[src/design/srsg_pkg.sv]
// Shared types and constants for the stepper ramp step generator.
package srsg_pkg;

   localparam int unsigned ACC_W = 20;
   localparam int unsigned SPD_W = 16;
   localparam int unsigned POS_W = 32;
   localparam int unsigned TSPD_W = 17;
   localparam int unsigned VEL_W = 26;
   localparam int unsigned IVL_W = 20;
   localparam int unsigned OUT_IVL_W = 16;
   localparam int unsigned ERR_W = POS_W + 1;

   localparam int unsigned MUL_A_W = ERR_W;
   localparam int unsigned MUL_B_W = VEL_W;
   localparam int unsigned MUL_P_W = MUL_A_W + MUL_B_W;

   localparam int unsigned DIV_N_W = 48;
   localparam int unsigned DIV_D_W = 26;
   localparam int unsigned DIV_C_W = 6;
   localparam int unsigned DIV_SHORT = 28;

   localparam logic [DIV_N_W-1:0] ONE_MEG = 48'd1000000;
   localparam logic [DIV_N_W-1:0] MEG_Q8 = 48'd256000000;

   // dv = floor(4 * acc * dt / 15625); reciprocal is floor(2^38 / 15625)
   localparam logic [MUL_B_W-1:0] DV_RECIP = 26'd17592186;
   localparam logic [16:0] DV_DIVISOR = 17'd15625;

   localparam logic REG_ACCEL = 1'b0;
   localparam logic REG_START = 1'b1;

   typedef enum logic [1:0] {
      STAT_STEP = 2'd0,
      STAT_ARRIVED = 2'd1,
      STAT_SLOW = 2'd2
   } status_type;

   typedef struct packed {
      logic start;
      logic [DIV_N_W-1:0] dividend;
      logic [DIV_D_W-1:0] divisor;
      logic [DIV_C_W-1:0] count;
   } div_req_type;

endpackage

[src/design/srsg_mul.sv]
// Shared registered multiplier.
module srsg_mul
   import srsg_pkg::*;
(
   input  logic clock,
   input  logic [MUL_A_W-1:0] op_a,
   input  logic [MUL_B_W-1:0] op_b,
   output logic [MUL_P_W-1:0] product
);

   logic [MUL_P_W-1:0] prod_ff;

   always_ff @(posedge clock) begin
      prod_ff <= MUL_P_W'(op_a) * MUL_P_W'(op_b);
   end

   assign product = prod_ff;

endmodule

[src/design/srsg_div.sv]
// Shared restoring divider, one quotient bit per cycle.
module srsg_div
   import srsg_pkg::*;
(
   input  logic clock,
   input  logic reset,
   input  div_req_type req,
   output logic done,
   output logic [DIV_N_W-1:0] quotient
);

   logic busy_ff;
   logic done_ff;
   logic [DIV_C_W-1:0] cnt_ff;
   logic [DIV_N_W-1:0] q_ff;
   logic [DIV_D_W-1:0] rem_ff;
   logic [DIV_D_W-1:0] div_ff;
   logic [DIV_D_W:0] trial;
   logic [DIV_D_W:0] diff;

   assign trial = {rem_ff, q_ff[DIV_N_W-1]};
   assign diff = trial - {1'b0, div_ff};

   always_ff @(posedge clock) begin
      if (reset) begin
         busy_ff <= 1'b0;
         done_ff <= 1'b0;
         cnt_ff <= '0;
      end else begin
         done_ff <= 1'b0;
         if (req.start) begin
            busy_ff <= 1'b1;
            cnt_ff <= req.count;
         end else if (busy_ff) begin
            cnt_ff <= cnt_ff - 1'b1;
            if (cnt_ff == DIV_C_W'(1)) begin
               busy_ff <= 1'b0;
               done_ff <= 1'b1;
            end
         end
      end
   end

   always_ff @(posedge clock) begin
      if (req.start) begin
         q_ff <= req.dividend;
         rem_ff <= '0;
         div_ff <= req.divisor;
      end else if (busy_ff) begin
         if (!diff[DIV_D_W]) begin
            rem_ff <= diff[DIV_D_W-1:0];
            q_ff <= {q_ff[DIV_N_W-2:0], 1'b1};
         end else begin
            rem_ff <= trial[DIV_D_W-1:0];
            q_ff <= {q_ff[DIV_N_W-2:0], 1'b0};
         end
      end
   end

   assign done = done_ff;
   assign quotient = q_ff;

endmodule

[src/design/stepper_ramp_step_generator_unit.sv]
// Top level: sequencer of the stepper ramp step generator.
// A request at target in position mode goes straight to the output state; a step runs the dv
// multiplies, the braking check and the interval division, with a start-speed division first
// from a stop; velocity mode skips the braking check. One request is in flight at a time (ready
// only in idle); the result register lets the next request enter while a result waits.
// Reset: synchronous, clears position, velocity, interval and running; acceleration 1000, start 100.
module stepper_ramp_step_generator_unit
   import srsg_pkg::*;
(
   input  logic clock,
   input  logic reset,
   input  logic req_tvalid,
   output logic req_tready,
   input  logic [55:0] req_tdata,   // target_position[31:0], target_speed[48:32]
   input  logic req_tuser,          // mode
   output logic rsp_tvalid,
   input  logic rsp_tready,
   output logic [55:0] rsp_tdata,   // step_ivl[15:0], direction[16], position[48:17]
   output logic [1:0] rsp_tuser,    // status
   input  logic csr_we,
   input  logic csr_index,
   input  logic [ACC_W-1:0] csr_wdata
);

   typedef enum logic [3:0] {
      S_IDLE, S_DT, S_MULDT, S_RECIP, S_BACK, S_FIX, S_SQ, S_BRK1, S_BRK2,
      S_RAMP, S_IV, S_OUT
   } state_type;

   state_type state_ff;
   logic [ACC_W-1:0] acc_ff;
   logic [SPD_W-1:0] ss_ff;
   logic [POS_W-1:0] pos_ff;
   logic signed [VEL_W-1:0] vel_ff;
   logic [IVL_W-1:0] last_ff;
   logic running_ff;

   logic mode_ff;
   logic signed [ERR_W-1:0] err_ff;
   logic signed [TSPD_W-1:0] tspd_ff;
   logic signed [VEL_W-1:0] v_ff;
   logic [IVL_W-1:0] dt_ff;
   logic [28:0] dv_ff;
   logic [16:0] wlo_ff;
   logic [49:0] sq_ff;
   logic brake_ff;
   status_type ostat_ff;
   logic [OUT_IVL_W-1:0] oivl_ff;
   logic odir_ff;

   logic rsp_tvalid_ff;
   logic [55:0] rsp_tdata_ff;
   logic [1:0] rsp_tuser_ff;

   logic [MUL_A_W-1:0] mul_a;
   logic [MUL_B_W-1:0] mul_b;
   logic [MUL_P_W-1:0] product;
   div_req_type div_req;
   logic div_done;
   logic [DIV_N_W-1:0] quotient;

   logic accept;
   logic signed [ERR_W-1:0] in_err;
   logic signed [POS_W-1:0] in_tpos;
   logic [ERR_W-1:0] abs_err;
   logic [VEL_W-1:0] abs_v;
   logic signed [VEL_W-1:0] kick;
   logic [SPD_W-1:0] ss_nz;
   logic signed [29:0] desired;
   logic signed [29:0] verr;
   logic signed [29:0] dv_s;
   logic signed [29:0] vnew_w;
   logic signed [VEL_W-1:0] vnew;
   logic [VEL_W-1:0] abs_vnew;
   logic [69:0] lhs;
   logic [16:0] rem;
   logic [1:0] dv_fix;

   srsg_mul u_mul (
      .clock(clock), .op_a(mul_a), .op_b(mul_b), .product(product)
   );

   srsg_div u_div (
      .clock(clock), .reset(reset), .req(div_req), .done(div_done), .quotient(quotient)
   );

   assign req_tready = (state_ff == S_IDLE);
   assign accept = req_tvalid && req_tready;
   assign in_tpos = req_tdata[31:0];
   assign in_err = ERR_W'(in_tpos) - ERR_W'($signed(pos_ff));
   assign ss_nz = (ss_ff == '0) ? SPD_W'(1) : ss_ff;
   assign kick = (in_err > 0) ? VEL_W'($signed({1'b0, ss_ff, 8'd0}))
                              : -VEL_W'($signed({1'b0, ss_ff, 8'd0}));
   assign abs_err = err_ff[ERR_W-1] ? ERR_W'(-err_ff) : ERR_W'(err_ff);
   assign abs_v = v_ff[VEL_W-1] ? VEL_W'(-v_ff) : VEL_W'(v_ff);
   assign lhs = {product[52:0], 17'd0};
   assign rem = wlo_ff - product[16:0];
   assign dv_fix = (rem >= 17'(3 * DV_DIVISOR)) ? 2'd3 :
                   (rem >= 17'(2 * DV_DIVISOR)) ? 2'd2 :
                   (rem >= DV_DIVISOR) ? 2'd1 : 2'd0;

   always_comb begin
      mul_a = '0;
      mul_b = '0;
      case (state_ff)
         S_MULDT: begin
            mul_a = MUL_A_W'(acc_ff);
            mul_b = MUL_B_W'(dt_ff);
         end
         S_RECIP: begin
            mul_a = MUL_A_W'(product[39:12]);
            mul_b = DV_RECIP;
         end
         S_BACK: begin
            mul_a = MUL_A_W'(product[52:24]);
            mul_b = MUL_B_W'(DV_DIVISOR);
         end
         S_SQ: begin
            mul_a = MUL_A_W'(abs_v);
            mul_b = abs_v;
         end
         S_BRK1: begin
            mul_a = abs_err;
            mul_b = MUL_B_W'(acc_ff);
         end
         default: begin
         end
      endcase
   end

   always_comb begin
      if (mode_ff) begin
         desired = 30'(tspd_ff) <<< 8;
      end else if (brake_ff) begin
         desired = '0;
      end else if (err_ff > 0) begin
         desired = 30'(tspd_ff) <<< 8;
      end else begin
         desired = -(30'(tspd_ff) <<< 8);
      end
      dv_s = $signed({1'b0, dv_ff});
      verr = desired - 30'(v_ff);
      if (verr > dv_s) begin
         verr = dv_s;
      end else if (verr < -dv_s) begin
         verr = -dv_s;
      end
      vnew_w = 30'(v_ff) + verr;
      vnew = vnew_w[VEL_W-1:0];
      abs_vnew = vnew[VEL_W-1] ? VEL_W'(-vnew) : VEL_W'(vnew);
   end

   always_comb begin
      div_req.start = 1'b0;
      div_req.dividend = '0;
      div_req.divisor = '0;
      div_req.count = '0;
      case (state_ff)
         S_IDLE: begin
            div_req.dividend = ONE_MEG << (DIV_N_W - DIV_SHORT);
            div_req.divisor = DIV_D_W'(ss_nz);
            div_req.count = DIV_C_W'(DIV_SHORT);
            div_req.start = accept && !(in_err == '0 && !req_tuser) && !running_ff;
         end
         S_RAMP: begin
            div_req.start = (abs_vnew >= VEL_W'(256));
            div_req.dividend = MEG_Q8 << (DIV_N_W - DIV_SHORT);
            div_req.divisor = abs_vnew;
            div_req.count = DIV_C_W'(DIV_SHORT);
         end
         default: begin
         end
      endcase
   end

   always_ff @(posedge clock) begin
      if (reset) begin
         state_ff <= S_IDLE;
         acc_ff <= ACC_W'(1000);
         ss_ff <= SPD_W'(100);
         pos_ff <= '0;
         vel_ff <= '0;
         last_ff <= '0;
         running_ff <= 1'b0;
         rsp_tvalid_ff <= 1'b0;
      end else begin
         if (csr_we) begin
            if (csr_index == REG_ACCEL) begin
               acc_ff <= csr_wdata;
            end else if (csr_index == REG_START) begin
               ss_ff <= csr_wdata[SPD_W-1:0];
            end
         end
         if (state_ff == S_OUT && (!rsp_tvalid_ff || rsp_tready)) begin
            rsp_tvalid_ff <= 1'b1;
            rsp_tdata_ff <= {7'd0, pos_ff, odir_ff, oivl_ff};
            rsp_tuser_ff <= ostat_ff;
         end else if (rsp_tready) begin
            rsp_tvalid_ff <= 1'b0;
         end
         case (state_ff)
            S_IDLE: begin
               if (accept) begin
                  mode_ff <= req_tuser;
                  err_ff <= in_err;
                  tspd_ff <= req_tdata[48:32];
                  brake_ff <= 1'b0;
                  if (req_tuser && vel_ff < VEL_W'(256) && vel_ff > -VEL_W'(256)) begin
                     v_ff <= kick;
                  end else begin
                     v_ff <= vel_ff;
                  end
                  if (in_err == '0 && !req_tuser) begin
                     vel_ff <= '0;
                     running_ff <= 1'b0;
                     ostat_ff <= STAT_ARRIVED;
                     oivl_ff <= '0;
                     odir_ff <= 1'b0;
                     state_ff <= S_OUT;
                  end else if (running_ff) begin
                     dt_ff <= last_ff;
                     state_ff <= S_MULDT;
                  end else begin
                     state_ff <= S_DT;
                  end
               end
            end
            S_DT: begin
               if (div_done) begin
                  dt_ff <= quotient[IVL_W-1:0];
                  state_ff <= S_MULDT;
               end
            end
            S_MULDT: state_ff <= S_RECIP;
            S_RECIP: begin
               wlo_ff <= {product[14:0], 2'b00};
               state_ff <= S_BACK;
            end
            S_BACK: begin
               dv_ff <= product[52:24];
               state_ff <= S_FIX;
            end
            S_FIX: begin
               dv_ff <= dv_ff + 29'(dv_fix);
               state_ff <= mode_ff ? S_RAMP : S_SQ;
            end
            S_SQ: state_ff <= S_BRK1;
            S_BRK1: begin
               sq_ff <= product[49:0];
               state_ff <= S_BRK2;
            end
            S_BRK2: begin
               brake_ff <= (lhs <= 70'(sq_ff));
               state_ff <= S_RAMP;
            end
            S_RAMP: begin
               vel_ff <= vnew;
               v_ff <= vnew;
               if (abs_vnew < VEL_W'(256)) begin
                  running_ff <= 1'b0;
                  ostat_ff <= STAT_SLOW;
                  oivl_ff <= '0;
                  odir_ff <= 1'b0;
                  state_ff <= S_OUT;
               end else begin
                  state_ff <= S_IV;
               end
            end
            S_IV: begin
               if (div_done) begin
                  last_ff <= quotient[IVL_W-1:0];
                  running_ff <= 1'b1;
                  pos_ff <= v_ff[VEL_W-1] ? pos_ff - 1'b1 : pos_ff + 1'b1;
                  ostat_ff <= STAT_STEP;
                  oivl_ff <= (quotient[IVL_W-1:0] > IVL_W'(65535)) ? 16'hFFFF
                                                                   : quotient[15:0];
                  odir_ff <= !v_ff[VEL_W-1];
                  state_ff <= S_OUT;
               end
            end
            S_OUT: begin
               if (!rsp_tvalid_ff || rsp_tready) begin
                  state_ff <= S_IDLE;
               end
            end
            default: state_ff <= S_IDLE;
         endcase
      end
   end

   assign rsp_tvalid = rsp_tvalid_ff;
   assign rsp_tdata = rsp_tdata_ff;
   assign rsp_tuser = rsp_tuser_ff;

endmodule
[config.mk]
export PLATFORM = sky130hd
export DESIGN_NAME = stepper_ramp_step_generator_unit
export DESIGN_NICKNAME = d
export VERILOG_FILES = /design/src/design/srsg_pkg.sv /design/src/design/srsg_mul.sv /design/src/design/srsg_div.sv /design/src/design/stepper_ramp_step_generator_unit.sv
export SDC_FILE = /design/constraint.sdc
export NUM_CORES = 2
export LEC_CHECK = 0
export BUFFER_PORTS_ARGS = -buffer_cell sky130_fd_sc_hd__clkbuf_2
export CAP_MARGIN = 20
export CORE_ASPECT_RATIO = 1.5
export CORE_UTILIZATION = 50
export CTS_CLUSTER_DIAMETER = 50
export DETAILED_ROUTE_END_ITERATION = 8
export GPL_ROUTABILITY_DRIVEN = 0
export PLACE_DENSITY = 0.64
export SLEW_MARGIN = 15
export SYNTH_ARGS = -nofsm -noshare
export SYNTH_HDL_FRONTEND = slang
export SYNTH_HIERARCHICAL = 1
export SYNTH_SLANG_ARGS = --single-unit
[constraint.sdc]
create_clock -name clock -period 16.5 [get_ports clock]
set_input_delay 0 -clock clock [delete_from_list [all_inputs] [get_ports clock]]
set_output_delay 0 -clock clock [all_outputs]
set_load 0.02 [all_outputs]
# Yosys cells after proc, flatten, opt, wreduce, memory -nomap -nowiden
# Index checks and enable logic that the tools add are counted.
# classes
addsub	15
n_mul	1
n_lt_le_gt_ge	13
eq_ne	20
mux	70
bitwise	3
reduce_logical	39
# op_table
op	count
$mux 26	10
$pmux 33 s5	1
$pmux 81 s2	1
$pmux 26 s5	1
$pmux 26 s2	2
$mux 16	6
$mux 48	2
$mux 30	3
$mux 20	4
$le 70x50->1	1
$gt 33x1->1 const B	2
$pmux 29 s2	1
$mul 33x26->53	1
$neg 26->26	2
$pmux 16 s3	1
$pmux 4 s12	1
$pmux 20 s2	1
$logic_not 33->1	1
$mux 33	1
$neg 33->33	1
$sub 32x32->33	1
$add 32x1->32 const B	1
$mux 32	1
$sub 32x1->32 const B	1
other kinds (47)	114
# totals
reg_bits	543
input_bits	83
output_inout_bits	60
wordCells	190

# Longest topological paths before layout
# depth
depth_word	14
mapped_depth	58
ltp_nobuf	53

# Hierarchy
# The synthesis kept the hierarchy.
# by_module_without_submodules
module	n_inst	cells_per_inst	area_each_um2	seq_area_each_um2
srsg_mul	1	3172	28847.7	1181.1
stepper_ramp_step_generator_unit	1	3223	27959.3	10269.8
srsg_div	1	504	5783.0	2902.8

# Worst setup path after synthesis
# No wires, ideal clock.
# synth_path
path_kind	reg2reg
start	register err_ff[26]
end	register u_div.q_ff[0], in the netlist u_div/quotient[0], enable pin
setup_ns	0.402
t_arrival_ns	13.523
required_ns	16.098
setup_slack_ns	2.575
stages_incl_launch_ff	49
path_buffers	5
synth_period_minus_slack_ns	13.925
cell_sequence	edfxtp_1 or4_4 or4_4 nor2_1 o21ai_0 clkbuf_1 or3_1 a21oi_1 ha_1 a21o_1 a221o_1 nor3_1 o21a_1 o21ai_0 a21o_1 a21oi_1 xnor2_1 ha_1 [13 not listed] a2111oi_4 o21ai_1 a41oi_1 a21oi_1 xor2_1 or2_2 or3b_2 or4_1 or3b_2 nand4_1 a2111oi_2 nand4_1 nand2_1 o21ai_0 clkbuf_1 buf_1 nor2_1 inv_1
# synth_rtl
element	line_no	source
start: declaration	stepper_ramp_step_generator_unit.sv:39	logic signed [ERR_W-1:0] err_ff;
start signal: assignment	stepper_ramp_step_generator_unit.sv:205	err_ff <= in_err;
end signal: assignment	srsg_div.sv:46	q_ff <= req.dividend;
end signal: assignment	srsg_div.sv:52	q_ff <= {q_ff[DIV_N_W-2:0], 1'b1};
end signal: assignment	srsg_div.sv:55	q_ff <= {q_ff[DIV_N_W-2:0], 1'b0};
end: declaration	srsg_div.sv:15	logic [DIV_N_W-1:0] q_ff;

==> flow_summary.ini <==
[setup_path]
reg2reg_depth = 51
cp_max_fo = 51
reg2reg_from = err_ff[0]
reg2reg_to = u_div/quotient[28]
cpPeakStageDelay_ns = 0.72
worstPathArrival_ns = 14.84
critPathSlowestCell = inv_2
cp_common_cell = nand2_1
worstSetupStartpointType = flip-flop
worstSetupEndpointType = flip-flop
path_class = flip-flop to flip-flop
required_ns = 16.78
reg2reg_slack_ns = 1.94

[sta]
setup_violations = 0
slew_headroom = 0.237
worstMarginPinSlew_ns = 1.14
clock_skew_ns = 0.0231
fmax_mhz = 68.7
setup_tns_ns = 0
rsz0062_at_grt = false
holdWs_ns = 0.00348
layout_setup_ws_ns = 1.94
slew_viol_final = 0
fin_crit_sh = 0.882
finalCriticalPeriod_ns = 14.56
hold_viol_final = 0

[outcome]
outcome = complete, but fails checks
violations = DRC

[route]
route.detailed.drc = 22
ant_nets = 0
routed_wl_um = 192000
wl_per_cell_um = 22.6
vias_per_cell = 5.85
drt_first_iter_violations = 3905
via_count = 49795
dr.pass1.iters = 9

[power]
power.leakage_nw = 30.1
power_density_nw_per_um2 = 153
ir_worst_vdd_mv = 0.274

[worst_hold_path]
holdPathEnd = err_ff[13]
min_path_type = primary input to flip-flop
min-delay-start = req_tdata[13]
holdPathStages = 3

[clock_network]
cts.clk_slew.worst_paths_ns = 0.07
cts_max_level = 2
cts_num_sinks = 543
clockBufferDepth = 3
cts_tree = yes
worstSkewPairLatency_ns = 0.67
numCtsBuffers = 54
cts-root-buf = clkbuf_16
cts_hold_buf = 80
post_cts_buffers = 0
cts-resized-gates = 0

[placed_design]
place_inst = 8325
post-dp-hpwl_um = 141000
port_buffers = 128
pre_cts_ws_ns = 1.97

[global_routing]
overflow = 0
grt_pass1_vias = 50293
grt_usage = 0.313
grt_max_degree = 109
antenna_found_initial = 4
grt_pass1_wl_um = 295000

[synthesis]
synth_cells = 6766
yosys_warnings = 6
syn-cell-area_sq_um = 61400
avgSynthCellArea_sq_um = 9.07

[finish]
final_layout_size_suffix_gt1_frac = 0.0763
seq_area_sq_um = 14200
utilization = 0.548
mostFrequentLayoutCells = 996 x inv_1, 846 x nand2_1, 739 x fa_1
multi_input_area_sq_um = 42600
area_growth_syn_to_layout_pct = 8.84
final_common_cell = inv_1
fin_cells = 8511
fin_nets = 8110
n_fill_cell = 11046

[run]
max-cap-violations = 0

[floorplanning]
fp.dieH_um = 431
initial_core_util = 0.503
rows = 157
die_area_sq_um = 124000
die_w_um = 288
ios = 143
core_sq_um = 122000
## per-layer routing
metal  GRT usage  share of wire  up-vias
met3      0.0466          0.070      586
met1       0.369           0.37    24712
met4       0.185          0.068        2
met5           0       0.000068        -
li1            -              -    22443
met2       0.538           0.50     2052
## critical path, delay by kind of cell (launching register included)
kind                       cells  cell delay [ns]
DFF                            1             0.44
adders and majority gates      5             1.46
xor gates and xnor gates       1             0.25
AOI/OAI and AO/OA             22             5.35
buffers and inverters          4             1.29
and+or+nand+nor               19             5.22
## cell type report
class | count | area share
timing repair buffer | 315 | 0.0338
multi-input combinational | 4958 | 0.638
clock buffer | 72 | 0.0229
sequential | 543 | 0.213
tap | 1590 | 0.0298
antenna | 3 | 0.000112
inverter | 1000 | 0.0562
clock inverter | 30 | 0.00629
## sequential cells by signal, indices dropped and copies added (netlist names), 26 cells and up
register / flops
u_mul/product: 53
rsp_tdata: 49
u_div/quotient: 48
u_div/div_ff: 26
err_ff: 33
v_ff: 26
u_div/rem_ff: 26
pos_ff: 32
vel_ff: 26
sq_ff: 50
dv_ff: 29
## worst max path at each step
stage | startpoint | end | slack (ns) | depth (start not counted)
detailed placement | err_ff[0] | u_div/quotient[23] | 1.97 | 51
CTS | err_ff[0] | u_div/quotient[29] | 1.94 | 52
floorplan | err_ff[26] | u_div/quotient[0] | 2.58 | 48
global route | err_ff[0] | u_div/quotient[25] | 1.21 | 52
global placement | err_ff[0] | u_div/quotient[25] | 2.17 | 51
finish | err_ff[0] | u_div/quotient[28] | 1.94 | 51
## metrics by stage
step           cell area [sq um]  power, mW
3_5_place_dp               64000       8.68
6_report                   66800       10.2
5_1_grt                    66800       10.9
4_1_cts                    66800       10.1
3_3_place_gp               64000       8.62
2_1_floorplan              61500       6.59
## report_power, final
group          internal, mW  total (mW)  switching [mW]
combinational          2.39        6.94            4.55
sequential             1.73        1.95           0.220
clock                 0.749        1.35           0.605
(Power assumes the default switching activity.)
